$ cat config.mk
export PLATFORM = sky130hd
export DESIGN_NAME = strobed_serial_frame_capture
export DESIGN_NICKNAME = d
export VERILOG_FILES = /design/src/sv/sfc_pkg.sv /design/src/sv/sfc_ram.sv /design/src/sv/sfc_front.sv /design/src/sv/sfc_cmdq.sv /design/src/sv/sfc_back.sv /design/src/sv/strobed_serial_frame_capture.sv
export SDC_FILE = /design/constraint.sdc
export NUM_CORES = 1
export LEC_CHECK = 0
export BUFFER_PORTS_ARGS = -buffer_cell sky130_fd_sc_hd__buf_2
export CORE_MARGIN = 2
export CORE_UTILIZATION = 35
export DETAILED_ROUTE_END_ITERATION = 7
export GPL_TIMING_DRIVEN = 0
export PLACE_DENSITY = 0.59
export SYNTH_ARGS = -nofsm -noshare
export SYNTH_HDL_FRONTEND = slang
export SYNTH_SLANG_ARGS = --single-unit
export TNS_END_PERCENT = 20
$ cat constraint.sdc
create_clock -name i_clk -period 3.4 [get_ports i_clk]
set_input_delay 0.51 -clock i_clk [delete_from_list [all_inputs] [get_ports i_clk]]
set_output_delay 0.51 -clock i_clk [all_outputs]
set_load 0.02 [all_outputs]
$ cat src/sv/sfc_pkg.sv
package sfc_pkg;

    // Filler byte stored on a strobe rise
    localparam logic [7:0] FILLER_BYTE = 8'hFF;

    // One input request
    typedef struct packed {
        logic func;
        logic strobe_fall;
        logic strobe_rise;
        logic clock_rise;
        logic data_bit;
    } t_in;

    // One result
    typedef struct packed {
        logic [7:0] frame_byte;
        logic       frame_ready;
        logic       last_byte;
    } t_out;

    // Read command passed from front to back
    typedef enum logic {
        CMD_NOTREADY,
        CMD_FRAME
    } t_cmd;

    // Front status
    typedef struct packed {
        logic held;
        logic busy;
    } t_front_stat;

    // Back status
    typedef struct packed {
        logic idle;
    } t_back_stat;

endpackage

$ cat src/sv/sfc_ram.sv
module sfc_ram #(
    parameter int WIDTH = 8,
    parameter int DEPTH = 16,
    parameter int AW    = 4
) (
    input  logic             i_clk,
    input  logic             i_we,
    input  logic [AW-1:0]    i_waddr,
    input  logic [WIDTH-1:0] i_wdata,
    input  logic [AW-1:0]    i_raddr,
    output logic [WIDTH-1:0] o_rdata
);

    logic [WIDTH-1:0] r_mem [DEPTH];
    logic [WIDTH-1:0] r_rdata;

    // One write port, one registered read port
    always_ff @(posedge i_clk) begin
        if (i_we) begin
            r_mem[i_waddr] <= i_wdata;
        end
        r_rdata <= r_mem[i_raddr];
    end

    assign o_rdata = r_rdata;

endmodule

$ cat src/sv/sfc_front.sv
module sfc_front #(
    parameter int FRAME_BYTES = 16,
    parameter int IDX_W       = 4
) (
    input  logic                 i_clk,
    input  logic                 i_rst_n,
    input  sfc_pkg::t_in         i_item,
    input  logic                 i_push,
    output logic                 o_full,
    input  logic                 i_cmdq_full,
    output logic                 o_cmdq_push,
    output sfc_pkg::t_cmd        o_cmdq_cmd,
    input  logic                 i_frame_done,
    output logic                 o_we,
    output logic [IDX_W-1:0]     o_waddr,
    output logic [7:0]           o_wdata,
    output sfc_pkg::t_front_stat o_stat
);

    localparam logic [IDX_W-1:0] LAST_IDX = IDX_W'(FRAME_BYTES - 1);

    logic [IDX_W-1:0] r_wi, n_wi;
    logic             r_held, n_held;
    logic             r_active, n_active;
    logic [2:0]       r_bc, n_bc;
    logic [7:0]       r_shift, n_shift;
    logic             r_busy, n_busy;

    logic       accept;
    logic       do_store;
    logic [7:0] store_val;
    logic [7:0] shifted;

    // Stall while a held frame is being read out of the store, or while the command queue is full
    assign o_full = r_busy || i_cmdq_full;
    assign accept = i_push && !o_full;
    assign shifted = r_shift | (8'(i_item.data_bit) << r_bc);

    // Classify request and update receiver state
    always_comb begin
        n_wi        = r_wi;
        n_held      = r_held;
        n_active    = r_active;
        n_bc        = r_bc;
        n_shift     = r_shift;
        n_busy      = r_busy && !i_frame_done;
        do_store    = 1'b0;
        store_val   = sfc_pkg::FILLER_BYTE;
        o_cmdq_push = 1'b0;
        o_cmdq_cmd  = sfc_pkg::CMD_NOTREADY;

        if (accept) begin
            if (i_item.func) begin
                o_cmdq_push = 1'b1;
                if (r_held) begin
                    o_cmdq_cmd = sfc_pkg::CMD_FRAME;
                    n_held     = 1'b0;
                    n_busy     = 1'b1;
                end
            end else if (i_item.strobe_fall || i_item.strobe_rise || i_item.clock_rise) begin
                if (r_held) begin
                    n_active = 1'b0;
                    n_bc     = 3'd0;
                    n_shift  = 8'd0;
                end else if (i_item.strobe_fall) begin
                    n_active = 1'b1;
                    n_bc     = 3'd0;
                    n_shift  = 8'd0;
                    n_wi     = '0;
                end else if (i_item.strobe_rise) begin
                    do_store = 1'b1;
                end else if (r_active) begin
                    // clock rise: shift in LSB first
                    if (r_bc == 3'd7) begin
                        do_store  = 1'b1;
                        store_val = shifted;
                        n_bc      = 3'd0;
                        n_shift   = 8'd0;
                    end else begin
                        n_bc    = r_bc + 3'd1;
                        n_shift = shifted;
                    end
                end
            end
        end

        // Store byte; buffer full holds the frame
        if (do_store) begin
            if (r_wi == LAST_IDX) begin
                n_held   = 1'b1;
                n_wi     = '0;
                n_active = 1'b0;
                n_bc     = 3'd0;
                n_shift  = 8'd0;
            end else begin
                n_wi = r_wi + 1'b1;
            end
        end
    end

    assign o_we    = do_store;
    assign o_waddr = r_wi;
    assign o_wdata = store_val;

    always_ff @(posedge i_clk) begin
        if (!i_rst_n) begin
            r_wi     <= '0;
            r_held   <= 1'b0;
            r_active <= 1'b0;
            r_bc     <= 3'd0;
            r_shift  <= 8'd0;
            r_busy   <= 1'b0;
        end else begin
            r_wi     <= n_wi;
            r_held   <= n_held;
            r_active <= n_active;
            r_bc     <= n_bc;
            r_shift  <= n_shift;
            r_busy   <= n_busy;
        end
    end

    assign o_stat.held = r_held;
    assign o_stat.busy = r_busy;

endmodule

$ cat src/sv/sfc_cmdq.sv
module sfc_cmdq (
    input  logic          i_clk,
    input  logic          i_rst_n,
    input  logic          i_push,
    input  sfc_pkg::t_cmd i_cmd,
    output logic          o_full,
    input  logic          i_pop,
    output sfc_pkg::t_cmd o_cmd,
    output logic          o_empty
);

    sfc_pkg::t_cmd r_q [2];
    logic          r_wp, r_rp;
    logic [1:0]    r_cnt;
    logic          push_fire, pop_fire;

    assign o_full    = (r_cnt == 2'd2);
    assign o_empty   = (r_cnt == 2'd0);
    assign push_fire = i_push && !o_full;
    assign pop_fire  = i_pop && !o_empty;
    assign o_cmd     = r_q[r_rp];

    // Pointers and fill count
    always_ff @(posedge i_clk) begin
        if (!i_rst_n) begin
            r_wp  <= 1'b0;
            r_rp  <= 1'b0;
            r_cnt <= 2'd0;
        end else begin
            if (push_fire) begin
                r_wp <= ~r_wp;
            end
            if (pop_fire) begin
                r_rp <= ~r_rp;
            end
            r_cnt <= r_cnt + 2'(push_fire) - 2'(pop_fire);
        end
    end

    // Entries
    always_ff @(posedge i_clk) begin
        if (push_fire) begin
            r_q[r_wp] <= i_cmd;
        end
    end

endmodule

$ cat src/sv/sfc_back.sv
module sfc_back #(
    parameter int FRAME_BYTES = 16,
    parameter int IDX_W       = 4
) (
    input  logic                i_clk,
    input  logic                i_rst_n,
    input  logic                i_cmdq_empty,
    input  sfc_pkg::t_cmd       i_cmdq_cmd,
    output logic                o_cmdq_pop,
    output logic [IDX_W-1:0]    o_raddr,
    input  logic [7:0]          i_rdata,
    output logic                o_frame_done,
    output sfc_pkg::t_out       o_result,
    output logic                o_empty,
    input  logic                i_pop,
    output sfc_pkg::t_back_stat o_stat
);

    localparam logic [IDX_W-1:0] LAST_IDX = IDX_W'(FRAME_BYTES - 1);

    typedef enum logic {
        ST_IDLE,
        ST_STREAM
    } t_state;

    t_state           r_state;
    logic [IDX_W-1:0] r_k;
    logic             r_pend;
    logic             r_pend_last;
    sfc_pkg::t_out    r_q [2];
    logic             r_wp, r_rp;
    logic [1:0]       r_cnt;

    logic          pop_fire;
    logic [1:0]    cnt_after;
    logic          room;
    logic          issue;
    logic          nr_push;
    logic          res_push;
    sfc_pkg::t_out res_data;

    // Result queue room, counting a read still in flight
    assign pop_fire  = i_pop && (r_cnt != 2'd0);
    assign cnt_after = r_cnt - 2'(pop_fire);
    assign room      = (cnt_after + 2'(r_pend)) < 2'd2;

    assign issue        = (r_state == ST_STREAM) && room;
    assign o_frame_done = issue && (r_k == LAST_IDX);
    assign o_raddr      = r_k;

    // Not-ready answer needs no store access
    assign nr_push = (r_state == ST_IDLE) && !i_cmdq_empty
                     && (i_cmdq_cmd == sfc_pkg::CMD_NOTREADY) && !r_pend && room;
    assign o_cmdq_pop = (r_state == ST_IDLE) && !i_cmdq_empty
                        && ((i_cmdq_cmd == sfc_pkg::CMD_FRAME) || nr_push);

    // Result to enqueue: store data returning, or a not-ready answer
    always_comb begin
        res_push = r_pend || nr_push;
        if (r_pend) begin
            res_data.frame_byte  = i_rdata;
            res_data.frame_ready = 1'b1;
            res_data.last_byte   = r_pend_last;
        end else begin
            res_data.frame_byte  = 8'd0;
            res_data.frame_ready = 1'b0;
            res_data.last_byte   = 1'b1;
        end
    end

    // Sequencer and result queue control
    always_ff @(posedge i_clk) begin
        if (!i_rst_n) begin
            r_state     <= ST_IDLE;
            r_k         <= '0;
            r_pend      <= 1'b0;
            r_pend_last <= 1'b0;
            r_wp        <= 1'b0;
            r_rp        <= 1'b0;
            r_cnt       <= 2'd0;
        end else begin
            r_pend      <= issue;
            r_pend_last <= o_frame_done;
            case (r_state)
                ST_IDLE: begin
                    if (o_cmdq_pop && (i_cmdq_cmd == sfc_pkg::CMD_FRAME)) begin
                        r_state <= ST_STREAM;
                        r_k     <= '0;
                    end
                end
                ST_STREAM: begin
                    if (issue) begin
                        if (r_k == LAST_IDX) begin
                            r_state <= ST_IDLE;
                            r_k     <= '0;
                        end else begin
                            r_k <= r_k + 1'b1;
                        end
                    end
                end
                default: begin
                    r_state <= ST_IDLE;
                end
            endcase
            if (res_push) begin
                r_wp <= ~r_wp;
            end
            if (pop_fire) begin
                r_rp <= ~r_rp;
            end
            r_cnt <= r_cnt + 2'(res_push) - 2'(pop_fire);
        end
    end

    // Result queue entries
    always_ff @(posedge i_clk) begin
        if (res_push) begin
            r_q[r_wp] <= res_data;
        end
    end

    assign o_result    = r_q[r_rp];
    assign o_empty     = (r_cnt == 2'd0);
    assign o_stat.idle = (r_state == ST_IDLE) && !r_pend;

endmodule

$ cat src/sv/strobed_serial_frame_capture.sv
// Strobed serial frame capture: watches a strobe/clock/data bus and captures a frame of
// FRAME_BYTES bytes, assembled LSB first, with a 0xFF filler stored on each strobe rise.
// Bus event requests and read requests are taken one per cycle while full is low. A read
// of a held frame streams FRAME_BYTES results, one per cycle while the result queue has room,
// through the single read port of the frame store, and input stays full from that read
// until the last store read has been issued: the read is first handed to the back end,
// then one store read is made per byte, and the stall lasts longer when the consumer stalls.
// A read with no frame held gives one not-ready result and does not set the busy stall.
// The frame store is not cleared after reset or after a read: a frame is only
// held once every entry has been written since the last rewind.
module strobed_serial_frame_capture #(
    parameter int FRAME_BYTES = 16
) (
    input  logic          i_clk,
    input  logic          i_rst_n,
    input  sfc_pkg::t_in  i_item,
    input  logic          push,
    output logic          full,
    output sfc_pkg::t_out o_result,
    output logic          empty,
    input  logic          pop
);

    localparam int IDX_W = (FRAME_BYTES > 1) ? $clog2(FRAME_BYTES) : 1;

    logic                 cmdq_push, cmdq_full, cmdq_pop, cmdq_empty;
    sfc_pkg::t_cmd        cmdq_in, cmdq_out;
    logic                 frame_done;
    logic                 we;
    logic [IDX_W-1:0]     waddr, raddr;
    logic [7:0]           wdata, rdata;
    sfc_pkg::t_front_stat front_stat;
    sfc_pkg::t_back_stat  back_stat;

    sfc_front #(
        .FRAME_BYTES(FRAME_BYTES),
        .IDX_W      (IDX_W)
    ) u_front (
        .i_clk       (i_clk),
        .i_rst_n     (i_rst_n),
        .i_item      (i_item),
        .i_push      (push),
        .o_full      (full),
        .i_cmdq_full (cmdq_full),
        .o_cmdq_push (cmdq_push),
        .o_cmdq_cmd  (cmdq_in),
        .i_frame_done(frame_done),
        .o_we        (we),
        .o_waddr     (waddr),
        .o_wdata     (wdata),
        .o_stat      (front_stat)
    );

    sfc_cmdq u_cmdq (
        .i_clk  (i_clk),
        .i_rst_n(i_rst_n),
        .i_push (cmdq_push),
        .i_cmd  (cmdq_in),
        .o_full (cmdq_full),
        .i_pop  (cmdq_pop),
        .o_cmd  (cmdq_out),
        .o_empty(cmdq_empty)
    );

    sfc_ram #(
        .WIDTH(8),
        .DEPTH(FRAME_BYTES),
        .AW   (IDX_W)
    ) u_store (
        .i_clk  (i_clk),
        .i_we   (we),
        .i_waddr(waddr),
        .i_wdata(wdata),
        .i_raddr(raddr),
        .o_rdata(rdata)
    );

    sfc_back #(
        .FRAME_BYTES(FRAME_BYTES),
        .IDX_W      (IDX_W)
    ) u_back (
        .i_clk       (i_clk),
        .i_rst_n     (i_rst_n),
        .i_cmdq_empty(cmdq_empty),
        .i_cmdq_cmd  (cmdq_out),
        .o_cmdq_pop  (cmdq_pop),
        .o_raddr     (raddr),
        .i_rdata     (rdata),
        .o_frame_done(frame_done),
        .o_result    (o_result),
        .o_empty     (empty),
        .i_pop       (pop),
        .o_stat      (back_stat)
    );

`ifndef ASSERT_OFF
    // Reading a held frame blocks input until the store has been read out
    a_held_read_stalls: assert property (@(posedge i_clk) disable iff (!i_rst_n)
        (push && !full && i_item.func && front_stat.held) |=> full)
        else $error("input not stalled after read of held frame");

    // A held frame is released only by a read request
    a_release_by_read: assert property (@(posedge i_clk) disable iff (!i_rst_n)
        $fell(front_stat.held) |-> $past(push && !full && i_item.func))
        else $error("held frame released without a read");

    // With nothing pending and no read taken, no result appears
    a_no_spurious_result: assert property (@(posedge i_clk) disable iff (!i_rst_n)
        (cmdq_empty && back_stat.idle && empty && !(push && !full && i_item.func))
        |=> empty)
        else $error("result appeared without a read");
`endif

endmodule

==> results.md <==
Status:
- The run finished with clean final reports.

Clock network:
- The master cell of the clock root buffer is clkbuf_16.
- The clock latency on the worst-skew pair is 430 ps.
- After clock tree synthesis, the flow added hold-fix buffers numbering 0.
- The number of buffers added by the clock tree synthesis step is 17.
- In this run, post-CTS repair resized a total of 0 instances.
- The clock-pin slew on the worst setup and hold paths is 70 ps.
- CTS saw 193 sinks.
- The maximum clock insertion buffer count is 2.
- Buffers added to address setup during post-CTS repair amount to 0.
- TritonCTS built the clock tree.
- The level count of the clock H-tree is 4.

Timing:
- The worst setup skew after layout is 7.20 ps.
- The max-slew violation total from the final report is 0.
- The final count of hold timing violations is 0.
- Hold is met by 448 ps.
- The final critical-path required period is 3030 ps.
- In this run the tightest slew margin relative to its limit is 22.1%.
- Setup violations remaining at the end of the flow were counted as 0.
- Setup repair after global routing left no endpoint under its margin.
- The sum of negative setup slack is 0 ps.
- Of the available clock period, the critical path in the final layout requires 89.1%.
- Based on the critical path, the design can be clocked at up to 330 MHz.
- For the pin with the worst max-slew slack, the measured transition is 1170 ps.

Synthesis:
- For this run, the leading register cell type out of synthesis is edfxtp_1.
- The fraction of the yosys area taken by sequential cells is 67.1%.
- After technology mapping, the gate count stands at 509.
- The count of warnings emitted by yosys is 0.
- The number of nets in the synthesized netlist is 531.
- After synthesis, the cell types taking the most area are edfxtp_1 56%, dfxtp_1 11%, mux4_2 9.0%, ha_1 2.0%, mux2_2 1.5%.
- The biggest area contributor in the post-synthesis netlist is edfxtp_1.
- The number of distinct library cells after synthesis is 57.
- After synthesis the netlist holds a flip-flop and latch count of 193.
- Summing every instance area after synthesis gives 8000 um^2.
- edfxtp_1 is the most common cell in the netlist.
- Counting flops with an async set or reset pin after synthesis yields a share of 0%.
- After synthesis, the largest area contributor takes up 56.3% of total cell area.
- The mean area per synthesized cell is 15.7 um^2.
- After synthesis, the most frequently instantiated cells are 150 x edfxtp_1, 43 x dfxtp_1, 32 x mux4_2.
- The number of enable-type register cells in the synthesized netlist is 150.

Global route:
- The first global-routing pass estimated 24.6 mm of wire.
- The initial antenna violation count is 0.
- The number of global-route vias before repair is 4365.
- Global routing used 13.6% of the available tracks.
- The global route total overflow is 0.
- Entering global routing, the biggest net connects 17 pins.

Critical path:
- The capture point of the worst reg-to-reg path is u_store.r_mem[0][1]$_DFFE_PP_.
- The depth of the most critical reg-to-reg path is 6.
- The critical path capture point is u_store.r_mem[0][1]$_DFFE_PP_.
- The class of the most critical setup path is reg -> reg.
- The startpoint of the lowest-slack register-to-register path is u_front.r_bc[0]$_SDFF_PN0_.
- Tracing the worst setup path back leads to its startpoint at u_front.r_bc[0]$_SDFF_PN0_.
- The endpoint kind of the worst setup timing path is a flop.
- The setup slack of the worst register-to-register path is 370 ps.
- Of all nets on the critical path, the largest fanout is 8.
- The data required time at the worst endpoint is 3440 ps.
- The arrival time reported for the critical path endpoint is 3070 ps.
- The critical path launch point type is a flop.

Drt:
- For this block, the via count after detailed routing is 4439.
- After detailed routing, the total wire length is 15.7 mm.
- Once detail routing completed, the nets flagged for antenna violations numbered 0.
- Dividing the detail-routed wire length by the instance count gives 18.6 um.
- The post-detailed-route DRC marker count is 0.
- The iteration-0 DRC count of the detailed router is 305.
- In the routed layout, each cell is associated on average with a via count of 5.26.
- The number of detailed-route iterations in the first pass is 4.

Cells and area:
- Summing all non-filler instances in the final layout gives an area of 9060 um^2.
- The layout has 2011 filler cells.
- The number of diodes is 0.
- For this run, the share of the core covered by cells in the final layout is 40.3%.
- The proportion of layout cells with a drive suffix above 1 is 20.4%.
- From synthesis to final layout, the design area changed by 13.3%.
- The sequential cells in the finished layout cover a total of 5370 um^2.
- The final net count is 569.
- The multi-input logic area is 2440 um^2.

Floorplanning:
- The number of top-level pins is 21.
- The floorplan step set the die width to 155 um.
- The placement row count is 55.
- The die is 155 um tall.
- The core region is 22500 um^2.
- The initial cell density of the core is 35.5%.
- The die covers 24100 um^2.

Pwr:
- The worst supply voltage drop on vdd is 0.343 mV.
- For this design the static power due to leakage is 0.00334 uW.
- The power per cell area is 639 nW/um^2.

Placed design:
- The placed instances occupy a cell area of 8450 um^2.
- Once detailed placement completed, the half-perimeter wirelength came to 10.6 mm.
- The global placement routability congestion is 0.767.
- The total of buffers placed on input and output ports is 19.

Flow run:
- Max-cap violations in this run came to 0.

Min path:
- The type of the tightest min-delay check is in -> reg.
-- cell type report --
| type | count | area share (%) |
|---|---|---|
| repair buffers | 19 | 1.05 |
| clock inverters | 14 | 2.09 |
| flip-flops and latches | 193 | 59.2 |
| well taps | 285 | 3.94 |
| inverters | 18 | 0.746 |
| multi-input cells | 275 | 27.0 |
| clock buffers | 17 | 4.69 |
| plain buffers | 23 | 1.33 |
-- worst min-delay path by stage --
stage,slack [ps],startpoint,end,depth (start not counted)
after floorplan,450,u_front.r_busy$_SDFF_PN0_,u_front.r_busy$_SDFF_PN0_,2
after global placement,470,u_front.r_busy$_SDFF_PN0_,u_front.r_busy$_SDFF_PN0_,2
after detailed placement,480,u_front.r_busy$_SDFF_PN0_,u_front.r_busy$_SDFF_PN0_,2
after CTS,430,i_rst_n,u_front.r_active$_SDFF_PN0_,3
after global routing,450,i_item[3],u_front.r_active$_SDFF_PN0_,3
final,450,i_item[3],u_front.r_active$_SDFF_PN0_,3
-- metrics by stage --
| stage | worst slack (ps) | instances | total power, uW |
|---|---|---|---|
| 6_report | 372 | 844 | 5790 |
| 5_1_grt | 80.9 | 844 | 6030 |
| 4_1_cts | 328 | 844 | 5840 |
| 3_5_place_dp | 232 | 813 | 3780 |
| 3_3_place_gp | 261 | 813 | 3750 |
| 2_1_floorplan | 636 | 509 | 3520 |
-- routing by layer --
layer | global-route usage [%] | routed length, um | vias up
met3 | 2.87 | 499 | 15
met1 | 17.7 | 7150 | 2264
met5 | 0 | 0 | -
met4 | 4.37 | 193 | 0
met2 | 22.9 | 7840 | 86
li1 | - | - | 2074
-- where the power goes --
group          total [uW]  internal (uW)  switching (uW)
Clock                2070           1230             848
Combinational         981            402             579
Sequential           2730           2670            64.1
Total                5790           4300            1490
-- cell usage in the layout (no fill, tap or decap), types with 16 or more instances in the layout --
cell and instances:
edfxtp_1 150, dfxtp_1 43, mux4_2 32, nor2_1 26
buf_2 25, inv_1 18, and2_1 17, clkbuf_16 17
a22oi_1 16, nand2_1 16
-- registers in the layout (all words and copies together) (netlist names), 2 cells and up, named ones only --
register,cells
u_front.r_shift,8
u_back.r_q,20
u_front.o_waddr,4
u_store.r_mem,128
u_cmdq.r_cnt,2
u_cmdq.r_q,2
u_front.r_bc,3
u_store.o_rdata,8
u_back.r_cnt,2
u_back.o_raddr,4
-- cells by family (layout without fill, tap and decap cells) --
group	Yosys count	in the layout	share of synthesized area, %
buffers and inverters	41	91	2.35
multiplexers	45	45	10.8
flip-flops	193	193	67.1
adder cells (fa/ha/maj)	13	13	2.03
XOR/XNOR	9	9	1.08
AO/OA/AOI/OAI	71	71	6.23
AND/OR/NAND/NOR	137	137	10.4
-- critical path, cell delays in order, from the launching register on --
cell	delay (ps)
dfxtp_1	450
ha_1	230
ha_1	270
nand3_1	210
a21boi_4	320
nand2_2	150
nor4b_2	1010
Note: power is estimated with default switching activity, not from simulation.
